## config.mk

```make
export PLATFORM = sky130hd
export DESIGN_NAME = sorted_table_insert_delete
export DESIGN_NICKNAME = d
export VERILOG_FILES = /design/src/rtl/stid_pkg.sv /design/src/rtl/sorted_table_insert_delete.sv /design/src/rtl/stid_cmp.sv
export SDC_FILE = /design/constraint.sdc
export NUM_CORES = 2
export LEC_CHECK = 0
export ABC_CLOCK_PERIOD_IN_PS = 10000
export BUFFER_PORTS_ARGS = -buffer_cell sky130_fd_sc_hd__buf_2
export CAP_MARGIN = 20
export CORE_ASPECT_RATIO = 1.5
export CORE_UTILIZATION = 55
export CTS_CLUSTER_DIAMETER = 60
export CTS_CLUSTER_SIZE = 8
export DETAILED_ROUTE_END_ITERATION = 12
export PLACE_DENSITY = 0.74
export SLEW_MARGIN = 20
export SYNTH_ARGS = -nofsm -noshare
export SYNTH_HDL_FRONTEND = slang
export SYNTH_SLANG_ARGS = --single-unit
```

## constraint.sdc

```tcl
create_clock -name clk_i -period 10 [get_ports clk_i]
set_input_delay 0.5 -clock clk_i [delete_from_list [all_inputs] [get_ports clk_i]]
set_output_delay 0.5 -clock clk_i [all_outputs]
set_load 0.02 [all_outputs]
```

## src/rtl/stid_pkg.sv

```systemverilog
// Shared types and constants for the sorted table block.
// Used by stid_cmp and sorted_table_insert_delete; depends on nothing.
package stid_pkg;

  localparam int unsigned Depth = 32;
  localparam int unsigned DataW = 32;
  localparam int unsigned AddrW = $clog2(Depth);
  localparam int unsigned CntW  = $clog2(Depth + 1);

  typedef logic signed [DataW-1:0] data_t;

  typedef enum logic [1:0] {
    MODE_INSERT = 2'd0,
    MODE_DELETE = 2'd1,
    MODE_DUMP   = 2'd2
  } mode_e;

  typedef enum logic [1:0] {
    STATUS_OK        = 2'd0,
    STATUS_FULL      = 2'd1,
    STATUS_NOT_FOUND = 2'd2,
    STATUS_EMPTY     = 2'd3
  } status_e;

  // Result of the shared signed compare
  typedef struct packed {
    logic gt;
    logic eq;
  } cmp_t;

endpackage

```

## src/rtl/sorted_table_insert_delete.sv

```systemverilog
// Sorted table with insert, delete and dump: sequencer, table memory, result register.
// Depends on stid_pkg and stid_cmp.
//
// Usage:
//   An item (mode_i, value_i) transfers at a rising edge with start high and busy low.
//   Insert and delete each give one result; a dump gives one result per entry, in
//   ascending order, with last_result_o on the final one. An empty dump gives a
//   single result with status empty. Mode 3 is dropped without a result.
//   Each result stands on the outputs for one cycle, marked by valid_o; the receiver
//   cannot stall, so results are never held back.
// Sequencing:
//   Insert walks the table from the top down through the single read port, one
//   entry per cycle, shifting larger entries up.
//   Delete runs a top-down search for the last match, then a shift pass over the
//   entries above it, one per cycle.
//   Dump streams one entry per cycle from the registered read port.
//   Full, empty and count-zero cases answer the cycle after the transfer.
//   busy stays high until the final result is issued; the table memory has one
//   write and one registered read port, which sets the one entry per cycle pace.
// Reset clears the entry count; no clearing pass is needed.
module sorted_table_insert_delete import stid_pkg::*; (
  input  logic               clk_i,
  input  logic               rst_ni,
  input  logic               start,
  output logic               busy,
  input  logic [1:0]         mode_i,
  input  logic signed [31:0] value_i,
  output logic               valid_o,
  output logic [1:0]         status_o,
  output logic signed [31:0] entry_value_o,
  output logic [5:0]         entries_now_o,
  output logic               last_result_o
);

  typedef enum logic [5:0] {
    ST_IDLE      = 6'b000001,
    ST_INS       = 6'b000010,
    ST_INS_FIN   = 6'b000100,
    ST_DEL_SRCH  = 6'b001000,
    ST_DEL_SHIFT = 6'b010000,
    ST_DUMP      = 6'b100000
  } state_e;

  state_e            state_q, state_d;
  logic [AddrW-1:0]  ptr_q, ptr_d;
  logic [CntW-1:0]   count_q, count_d;
  data_t             val_q, val_d;

  // table memory
  data_t             mem_q [Depth];
  data_t             rdata_q;
  logic              rd_en;
  logic [AddrW-1:0]  rd_addr;
  logic              we;
  logic [AddrW-1:0]  wa;
  data_t             wd;

  // result register
  logic              emit;
  status_e           emit_status;
  data_t             emit_data;
  logic              emit_last;
  logic              valid_q;
  status_e           status_q;
  data_t             entry_q;
  logic              last_q;

  cmp_t              cmp;
  data_t             in_val;

  assign in_val = value_i[DataW-1:0];

  stid_cmp u_cmp (
    .entry_i   (rdata_q),
    .operand_i (val_q),
    .cmp_o     (cmp)
  );

  always_ff @(posedge clk_i) begin
    if (we) begin
      mem_q[wa] <= wd;
    end
    if (rd_en) begin
      rdata_q <= mem_q[rd_addr];
    end
  end

  always_comb begin
    state_d     = state_q;
    ptr_d       = ptr_q;
    count_d     = count_q;
    val_d       = val_q;
    rd_en       = 1'b0;
    rd_addr     = '0;
    we          = 1'b0;
    wa          = '0;
    wd          = val_q;
    emit        = 1'b0;
    emit_status = STATUS_OK;
    emit_data   = '0;
    emit_last   = 1'b1;

    unique case (state_q)
      ST_IDLE: begin
        if (start) begin
          val_d = in_val;
          case (mode_i)
            MODE_INSERT: begin
              if (count_q == CntW'(Depth)) begin
                emit        = 1'b1;
                emit_status = STATUS_FULL;
              end else if (count_q == '0) begin
                we      = 1'b1;
                wa      = '0;
                wd      = in_val;
                count_d = CntW'(1);
                emit    = 1'b1;
              end else begin
                rd_en   = 1'b1;
                rd_addr = AddrW'(count_q - CntW'(1));
                ptr_d   = AddrW'(count_q - CntW'(1));
                state_d = ST_INS;
              end
            end
            MODE_DELETE: begin
              if (count_q == '0) begin
                emit        = 1'b1;
                emit_status = STATUS_EMPTY;
              end else begin
                rd_en   = 1'b1;
                rd_addr = AddrW'(count_q - CntW'(1));
                ptr_d   = AddrW'(count_q - CntW'(1));
                state_d = ST_DEL_SRCH;
              end
            end
            MODE_DUMP: begin
              if (count_q == '0) begin
                emit        = 1'b1;
                emit_status = STATUS_EMPTY;
              end else begin
                rd_en   = 1'b1;
                rd_addr = '0;
                ptr_d   = '0;
                state_d = ST_DUMP;
              end
            end
            default: begin
              // unused mode: drop the item
            end
          endcase
        end
      end

      ST_INS: begin
        we = 1'b1;
        wa = ptr_q + AddrW'(1);
        if (cmp.gt) begin
          // move the larger entry up and keep walking down
          wd = rdata_q;
          if (ptr_q == '0) begin
            state_d = ST_INS_FIN;
          end else begin
            rd_en   = 1'b1;
            rd_addr = ptr_q - AddrW'(1);
            ptr_d   = ptr_q - AddrW'(1);
          end
        end else begin
          wd      = val_q;
          count_d = count_q + CntW'(1);
          emit    = 1'b1;
          state_d = ST_IDLE;
        end
      end

      ST_INS_FIN: begin
        we      = 1'b1;
        wa      = '0;
        wd      = val_q;
        count_d = count_q + CntW'(1);
        emit    = 1'b1;
        state_d = ST_IDLE;
      end

      ST_DEL_SRCH: begin
        if (cmp.gt) begin
          if (ptr_q == '0) begin
            emit        = 1'b1;
            emit_status = STATUS_NOT_FOUND;
            state_d     = ST_IDLE;
          end else begin
            rd_en   = 1'b1;
            rd_addr = ptr_q - AddrW'(1);
            ptr_d   = ptr_q - AddrW'(1);
          end
        end else if (cmp.eq) begin
          if (CntW'(ptr_q) + CntW'(1) == count_q) begin
            count_d = count_q - CntW'(1);
            emit    = 1'b1;
            state_d = ST_IDLE;
          end else begin
            rd_en   = 1'b1;
            rd_addr = ptr_q + AddrW'(1);
            state_d = ST_DEL_SHIFT;
          end
        end else begin
          emit        = 1'b1;
          emit_status = STATUS_NOT_FOUND;
          state_d     = ST_IDLE;
        end
      end

      ST_DEL_SHIFT: begin
        // rdata holds the entry above ptr: move it down
        we = 1'b1;
        wa = ptr_q;
        wd = rdata_q;
        if (CntW'(ptr_q) + CntW'(2) == count_q) begin
          count_d = count_q - CntW'(1);
          emit    = 1'b1;
          state_d = ST_IDLE;
        end else begin
          rd_en   = 1'b1;
          rd_addr = ptr_q + AddrW'(2);
          ptr_d   = ptr_q + AddrW'(1);
        end
      end

      ST_DUMP: begin
        emit      = 1'b1;
        emit_data = rdata_q;
        if (CntW'(ptr_q) + CntW'(1) == count_q) begin
          state_d = ST_IDLE;
        end else begin
          emit_last = 1'b0;
          rd_en     = 1'b1;
          rd_addr   = ptr_q + AddrW'(1);
          ptr_d     = ptr_q + AddrW'(1);
        end
      end

      default: begin
        state_d = ST_IDLE;
      end
    endcase
  end

  always_ff @(posedge clk_i or negedge rst_ni) begin
    if (!rst_ni) begin
      state_q <= ST_IDLE;
      count_q <= '0;
      valid_q <= 1'b0;
    end else begin
      state_q <= state_d;
      count_q <= count_d;
      valid_q <= emit;
    end
  end

  always_ff @(posedge clk_i) begin
    ptr_q <= ptr_d;
    val_q <= val_d;
    if (emit) begin
      status_q <= emit_status;
      entry_q  <= emit_data;
      last_q   <= emit_last;
    end
  end

  assign busy          = (state_q != ST_IDLE);
  assign valid_o       = valid_q;
  assign status_o      = status_q;
  assign entry_value_o = 32'($signed(entry_q));
  assign entries_now_o = 6'(count_q);
  assign last_result_o = last_q;

endmodule

```

## src/rtl/stid_cmp.sv

```systemverilog
// Shared signed compare unit: table entry against the operand value.
// Depends on stid_pkg.
module stid_cmp import stid_pkg::*; (
  input  data_t entry_i,
  input  data_t operand_i,
  output cmp_t  cmp_o
);

  assign cmp_o.gt = (entry_i > operand_i);
  assign cmp_o.eq = (entry_i == operand_i);

endmodule
```

== Word level (Yosys, flattened, before mapping) ==
Memories as Yosys holds them, arrays and structs flattened. A register that Yosys moved wholly into a read port is not among the register bits.
Cells that the tools add are included.

* $add $sub $neg: 7
* $lt $le $gt $ge: 1
* Equal/unequal tests: 34
* Multiplexer cells: 89
* Reductions and logical operators: 13

{| class="wikitable"
|+ Operator list
! cell !! count
|-
| $mux W32 || 5
|-
| $mux W6 || 21
|-
| $pmux W32 S3 || 1
|-
| $mux W5 || 18
|-
| $pmux W6 S5 || 2
|-
| $eq A32 B32 Y1 || 1
|-
| $gt A32 B32 Y1 || 1
|-
| $pmux W5 S5 || 1
|-
| $mux W1 || 24
|-
| $ne A2 B2 Y1 const B || 12
|-
| $pmux W5 S2 || 2
|-
| $pmux W5 S4 || 1
|-
| $reduce_and A10 Y1 || 2
|-
| $ne A3 B3 Y1 const B || 6
|-
| $pmux W6 S3 || 1
|-
| $pmux W5 S3 || 1
|-
| $eq A6 B6 Y1 || 2
|-
| $eq A6 B6 Y1 const B || 2
|-
| $mux W2 || 5
|-
| $pmux W1 S5 || 2
|-
| $reduce_and A9 Y1 || 1
|-
| $pmux W2 S2 || 2
|-
| $add A5 B1 Y6 const B || 1
|-
| $add A5 B2 Y6 const B || 1
|-
| other kinds (24) || 29
|}

* Bits in registers: 85
* RAM bits: 1024
* Input port bits: 37
* Output and inout bits: 43
* Word-level logic and storage cells: 153
* Memories: 1

{| class="wikitable"
|+ Memory list
! name !! words !! width !! rd ports !! clocked after Yosys merged registers in !! wr ports !! RTL line !! source
|-
| mem_q || 32 || 32 || 1 || 1 || 1 || sorted_table_insert_delete.sv:50 || <nowiki>data_t mem_q [Depth];</nowiki>
|}

== Longest topological paths before layout ==
* Word-level depth: 8
* Depth in mapped cells: 19
* Depth with buffers taken out: 13

== Cells and area by module ==
A second synthesis with hierarchy kept.

* Cells, all modules: 3136
* Area, all modules: 46321.9 sq um

{| class="wikitable"
|+ Modules (own cells, without submodules)
! module !! instances !! cells each !! area each (sq um) !! seq. area each (sq um)
|-
| sorted_table_insert_delete || 1 || 3022 || 45491.1 || 34199.0
|-
| stid_cmp || 1 || 114 || 830.8 || 0.0
|}

== Worst setup path before layout ==
No wires, ideal clock.

* Path type: register to register
* Start point: register count_q[0] (netlist: entries_now_o[0])
* End point: register entry_q[0] (netlist: entry_value_o[0]) (enable)
* Library setup time: 0.442 ns
* Arrival: 3.704 ns
* Required time: 9.558 ns
* Setup slack: 5.854 ns
* Stages on the path, launching flop included: 7
* Buffers on the path: 1
* Clock period less this slack: 4.146 ns
* Cell sequence: dfrtp_1 buf_4 inv_1 ha_1 or4b_4 or3_1 o2111ai_1

* Cells in the longest elaborated chain, start to end: 6
* Elaborated cells on any way between the ends: 13
* Those cells by class: eq/ne (3); mux (9); reduce/logical (1)

{| class="wikitable"
|+ RTL lines
! item !! RTL line !! source
|-
| start: declaration || sorted_table_insert_delete.sv:46 || <nowiki>logic [CntW-1:0] count_q, count_d;</nowiki>
|-
| start signal: assignment || sorted_table_insert_delete.sv:254 || <nowiki>count_q <= count_d;</nowiki>
|-
| $logic_not A6 Y1 || sorted_table_insert_delete.sv:112, sorted_table_insert_delete.sv:126, sorted_table_insert_delete.sv:137 ||
|-
| $mux W1 || sorted_table_insert_delete.sv:112, sorted_table_insert_delete.sv:126, sorted_table_insert_delete.sv:137 ||
|-
| $mux W1 || sorted_table_insert_delete.sv:109 || <nowiki>if (count_q == CntW'(Depth)) begin</nowiki>
|-
| $pmux W1 S2 || sorted_table_insert_delete.sv:107 || <nowiki>case (mode_i)</nowiki>
|-
| $mux W1 || sorted_table_insert_delete.sv:105 || <nowiki>if (start) begin</nowiki>
|-
| $pmux W1 S5 * || sorted_table_insert_delete.sv:103 || <nowiki>unique case (state_q)</nowiki>
|-
| net emit || sorted_table_insert_delete.sv:59 || <nowiki>logic emit;</nowiki>
|-
| end signal: assignment || sorted_table_insert_delete.sv:264 || <nowiki>entry_q <= emit_data;</nowiki>
|-
| end: declaration || sorted_table_insert_delete.sv:65 || <nowiki>data_t entry_q;</nowiki>
|}

Mark *: on every way through the listed nets, which the timed path passes. The rest lies on a longest branch.
A chain may end at the register's enable or synchronous reset.

== Worst setup path in the final report ==
* Start point: register ptr_q[0]
* End point: register rdata_q[1], read port of mem_q (data pin)

* Cells in the longest elaborated chain, start to end: 6
* Elaborated cells on any way between the ends: 22
* Those cells by class: add/sub (5); eq/ne (2); mux (14); reduce/logical (1)

{| class="wikitable"
|+ RTL lines
! item !! RTL line !! source
|-
| start: declaration || sorted_table_insert_delete.sv:45 || <nowiki>logic [AddrW-1:0] ptr_q, ptr_d;</nowiki>
|-
| start signal: assignment || sorted_table_insert_delete.sv:260 || <nowiki>ptr_q <= ptr_d;</nowiki>
|-
| $add A5 B1 Y6 || sorted_table_insert_delete.sv:196, sorted_table_insert_delete.sv:231 ||
|-
| $eq A6 B6 Y1 || sorted_table_insert_delete.sv:196, sorted_table_insert_delete.sv:231 ||
|-
| $mux W5 or $mux W1 (tied branches) || sorted_table_insert_delete.sv:196, sorted_table_insert_delete.sv:231 ||
|-
| $mux W5 or $mux W1 (tied branches) || sorted_table_insert_delete.sv:195 || <nowiki>end else if (cmp.eq) begin</nowiki>
|-
| $mux W5 or $mux W1 (tied branches) || sorted_table_insert_delete.sv:185 || <nowiki>if (cmp.gt) begin</nowiki>
|-
| $pmux W5 S5 or $pmux W1 S5 (tied branches) || sorted_table_insert_delete.sv:103 ||
|-
| end: declaration || sorted_table_insert_delete.sv:51 || <nowiki>data_t rdata_q;</nowiki>
|}

Parallel ways exist; a longest one is shown, timed or not.

==> results.yml <==
run_status:
  outcome: "finished, final reports clean"
routing:
  dr_total_vias: 31147
  first_pass_iters: 12
  first_iter_violations: 3806
  routed_wl_um: 128000
  via_per_inst: 6.30
  final_antenna_net_count: 0
  drc: 0
  wl_per_cell_um: 25.8
setup_path:
  cp_top_family: "buffers and inverters"
  critPathCaptureType: "flip-flop"
  critPathLaunchType: "flip-flop"
  cp-startpoint: "ptr_q[0]$_DFFE_PP_"
  r2r-start: "ptr_q[0]$_DFFE_PP_"
  critPathBufInv: 3
  arrival_ns: 6.57
  cp-endpoint: "rdata_q[1]$_DFFE_PP_"
  path_class: "reg -> reg"
  required_ns: 10.39
  r2r_slack_ns: 3.82
  crit_cells: 15
  cp_slowest_cell: "nor4_1"
  regToRegEndpoint: "rdata_q[1]$_DFFE_PP_"
  crit_fanout: 144
  path_cells: "inv_1 -> ha_1 -> xor2_1 -> a211oi_2 -> o211a_4 -> a21oi_2 -> a221oi_4 -> o31ai_4 -> buf_12 -> buf_4 -> nand2_1 -> nand3_1 -> a21oi_1 -> or3_1 -> nor4_1"
  max_stage_delay_ns: 0.85
  reg2regPathDepth: 15
worst_hold_path:
  hold_path.class: "in -> reg"
timing:
  hold-worst-slack_ns: 0.0415
  skew_ns: 0.0308
  fin_tns_setup_ns: 0
  maxClockFrequency_ghz: 0.162
  hold_violations: 0
  period_minus_slack_ns: 6.18
  finalCritPeriodShare_pct: 61.8
  setup_viol: 0
  worst_pin_slew_ns: 1.23
  maxSlewViolCount: 0
  relSlewSlack_pct: 18.1
  rsz0062_at_grt: "no"
cells_and_area:
  drive_above_1_share_pct: 10.4
  final_net_count: 3872
  syn2layout_area_growth_pct: 13.1
  fillerInstances: 5972
clocking:
  ctsHtreeMaxLevel: 4
  clk_latency_ns: 0.74
  cts_buffers: 160
  cts.sinks: 1141
  clockBufferDepth: 3
  root_buffer: "clkbuf_16"
  path_clk_slew_ns: 0.05
  cts_tree: "built"
  cts_resized: 0
pwr:
  p_per_area_mw_per_mm2: 323
  vdd_drop_max_uv: 320
  p_leak_uw: 0.0190
flow_run:
  cap_viol_max_count: 0
yosys:
  synth_edf_count: 1128
  syn_nets: 3763
  synthArstFlopShare_pct: 1.14
  syn_avg_cell_area_um2: 12.8
  ys_ff_latch: 1141
  synth_cells: 3681
  syn_area_mm2: 0.0470
  yosysUniqueCellTypes: 81
  ys.flop_type: "edfxtp_1"
  synth_warnings: 0
  yosysSeqAreaShare_pct: 72.7
floorplan:
  die_area_mm2: 0.0867
  die_w_um: 241
  ioPinCount: 80
  start_util_pct: 55.4
  core_area_mm2: 0.0849
  rows: 131
  die_y_um: 360
placement:
  port_buffers: 79
  gp_congestion: 0.931
  hpwl_um: 68300
global_route:
  track_usage_pct: 29.4
  grt_pass1_wl_um: 186000
  grt_pass1_vias: 30811
  overflow: 0
  antenna_found_initial: 3
  grt_max_degree: 208
-- metrics by stage --
| stage | worst slack (ns) | power, µW | std cells | area [µm²] | util (%) |
|---|---|---|---|---|---|
| detailed placement | 3.90 | 12300 | 4727 | 48600 | 57.2 |
| floorplan | 5.85 | 10500 | 3681 | 47000 | - |
| global placement | 4.00 | 12200 | 4725 | 48600 | 57.2 |
| global route | 3.48 | 17800 | 4945 | 53200 | 62.7 |
| CTS | 3.91 | 17000 | 4944 | 53200 | 62.7 |
| finish | 3.82 | 17200 | 4945 | 53200 | 62.7 |
-- worst register-to-register path, stage by stage (launching register included) --
cell	delay, ns
edfxtp_1	0.72
inv_1	0.26
ha_1	0.66
xor2_1	0.22
a211oi_2	0.07
o211a_4	0.17
a21oi_2	0.32
a221oi_4	0.13
o31ai_4	0.10
buf_12	0.54
buf_4	1.04
nand2_1	0.13
nand3_1	0.12
a21oi_1	0.10
or3_1	0.43
nor4_1	0.85
-- cell families after synthesis --
family | after synthesis | share of synthesized area [%]
muxes | 8 | 0.197
DFF | 1141 | 72.7
buffers and inverters | 305 | 3.06
AOI/OAI and AO/OA | 466 | 6.40
adders and majority gates | 45 | 1.20
xor gates and xnor gates | 21 | 0.484
and+or+nand+nor | 1695 | 15.9
-- power by group --
part           internal, µW  switching (µW)
Sequential             6740             243
Clock                  2890            1880
Combinational          1350            4060
-- layout make-up --
class                      count  area [µm²]  share of cell area, %
tap                         1130        1410                   2.66
clock inverter                10         151                  0.285
sequential                  1141       34200                   64.3
antenna                        1        2.50                0.00470
clock buffer                 176        4150                   7.80
timing repair buffer         176        1270                   2.39
multi-input combinational   2235       11700                   22.0
inverter                      76         285                  0.536
-- layer usage --
metal  share of wire, %  track usage (%)
met3                 10             5.87
met1                 34             34.6
met5             0.0086                0
met2                 49             48.6
met4                6.7             19.4
-- flip-flops by register name, summed over array words and instances, names as in the netlist --
register,cells
mem_q,1024
entry_value_o,32
rdata_q,32
val_q,32
entries_now_o,6
state_q,6
ptr_q,5
status_o,2
last_result_o,1
valid_o,1
-- cells in the final DEF (no fill, tap or decap), types with 5 or more instances in the layout --
cell type and instances:
a211oi_1 9, a21oi_1 213, a222oi_1 32, a311oi_1 32
a31oi_1 67, and2_1 32, and3_1 98, buf_12 5
buf_2 79, buf_4 59, clkbuf_1 12, clkbuf_16 164
dfrtp_1 12, dlygate4sd3_1 31, edfxtp_1 1128, ha_1 45
inv_1 76, mux2i_1 7, nand2_1 1070, nand2_2 5
nand3_1 268, nand4_1 8, nor2_1 35, nor2_4 32
nor2b_1 5, nor3_1 8, nor4_1 61, nor4_2 5
o21ai_0 18, o21ai_1 7, o22ai_1 39, or2_2 5
or3_1 33, xnor2_1 9, xor2_1 9
-- repair_timing --
action	4_1_cts	5_1_grt
buffers inserted	0	0
hold buffers	31	0
hold endpoints to repair	43	0
-- cells in the mapped netlist (3+ instances only) --
library cell,n,share of area [%]
buf_4,27,0.43
o21ai_1,7,0.074
buf_1,14,0.11
nor4_2,5,0.13
nand4b_1,4,0.074
o31a_1,3,0.056
nor2b_1,5,0.067
a211oi_1,9,0.14
o21ai_0,18,0.19
nor3_1,9,0.096
mux2i_1,7,0.15
nand3b_1,3,0.048
and3_1,98,1.3
or2_2,5,0.067
xor2_1,9,0.17
edfxtp_1,1128,72
xnor2_1,9,0.17
nand3_1,269,2.9
inv_1,76,0.61
or3_1,33,0.44
a311oi_1,32,0.60
a221oi_1,3,0.056
nand4_1,8,0.11
dfrtp_1,12,0.64
nor2_1,67,0.53
buf_6,7,0.17
a222oi_1,32,0.68
clkbuf_1,67,0.53
buf_2,114,1.2
and2_1,33,0.44
nor4_1,61,0.81
a21oi_1,213,2.3
ha_1,45,1.2
a31oi_1,69,0.92
nand2_1,1076,8.6
o31ai_1,3,0.048
o22ai_1,39,0.52
o32ai_1,4,0.074
and4_1,3,0.056
-- how the worst min path moves through the flow --
stage / from / to / depth (start not counted)
floorplan: rst_ni / entries_now_o[0]$_DFFE_PN0P_ / 0
global placement: rst_ni / entries_now_o[3]$_DFFE_PN0P_ / 1
detailed placement: rst_ni / entries_now_o[2]$_DFFE_PN0P_ / 1
CTS: value_i[27] / val_q[27]$_DFFE_PP_ / 1
global route: value_i[27] / val_q[27]$_DFFE_PP_ / 1
finish: value_i[27] / val_q[27]$_DFFE_PP_ / 1
(Power assumes the default switching activity.)
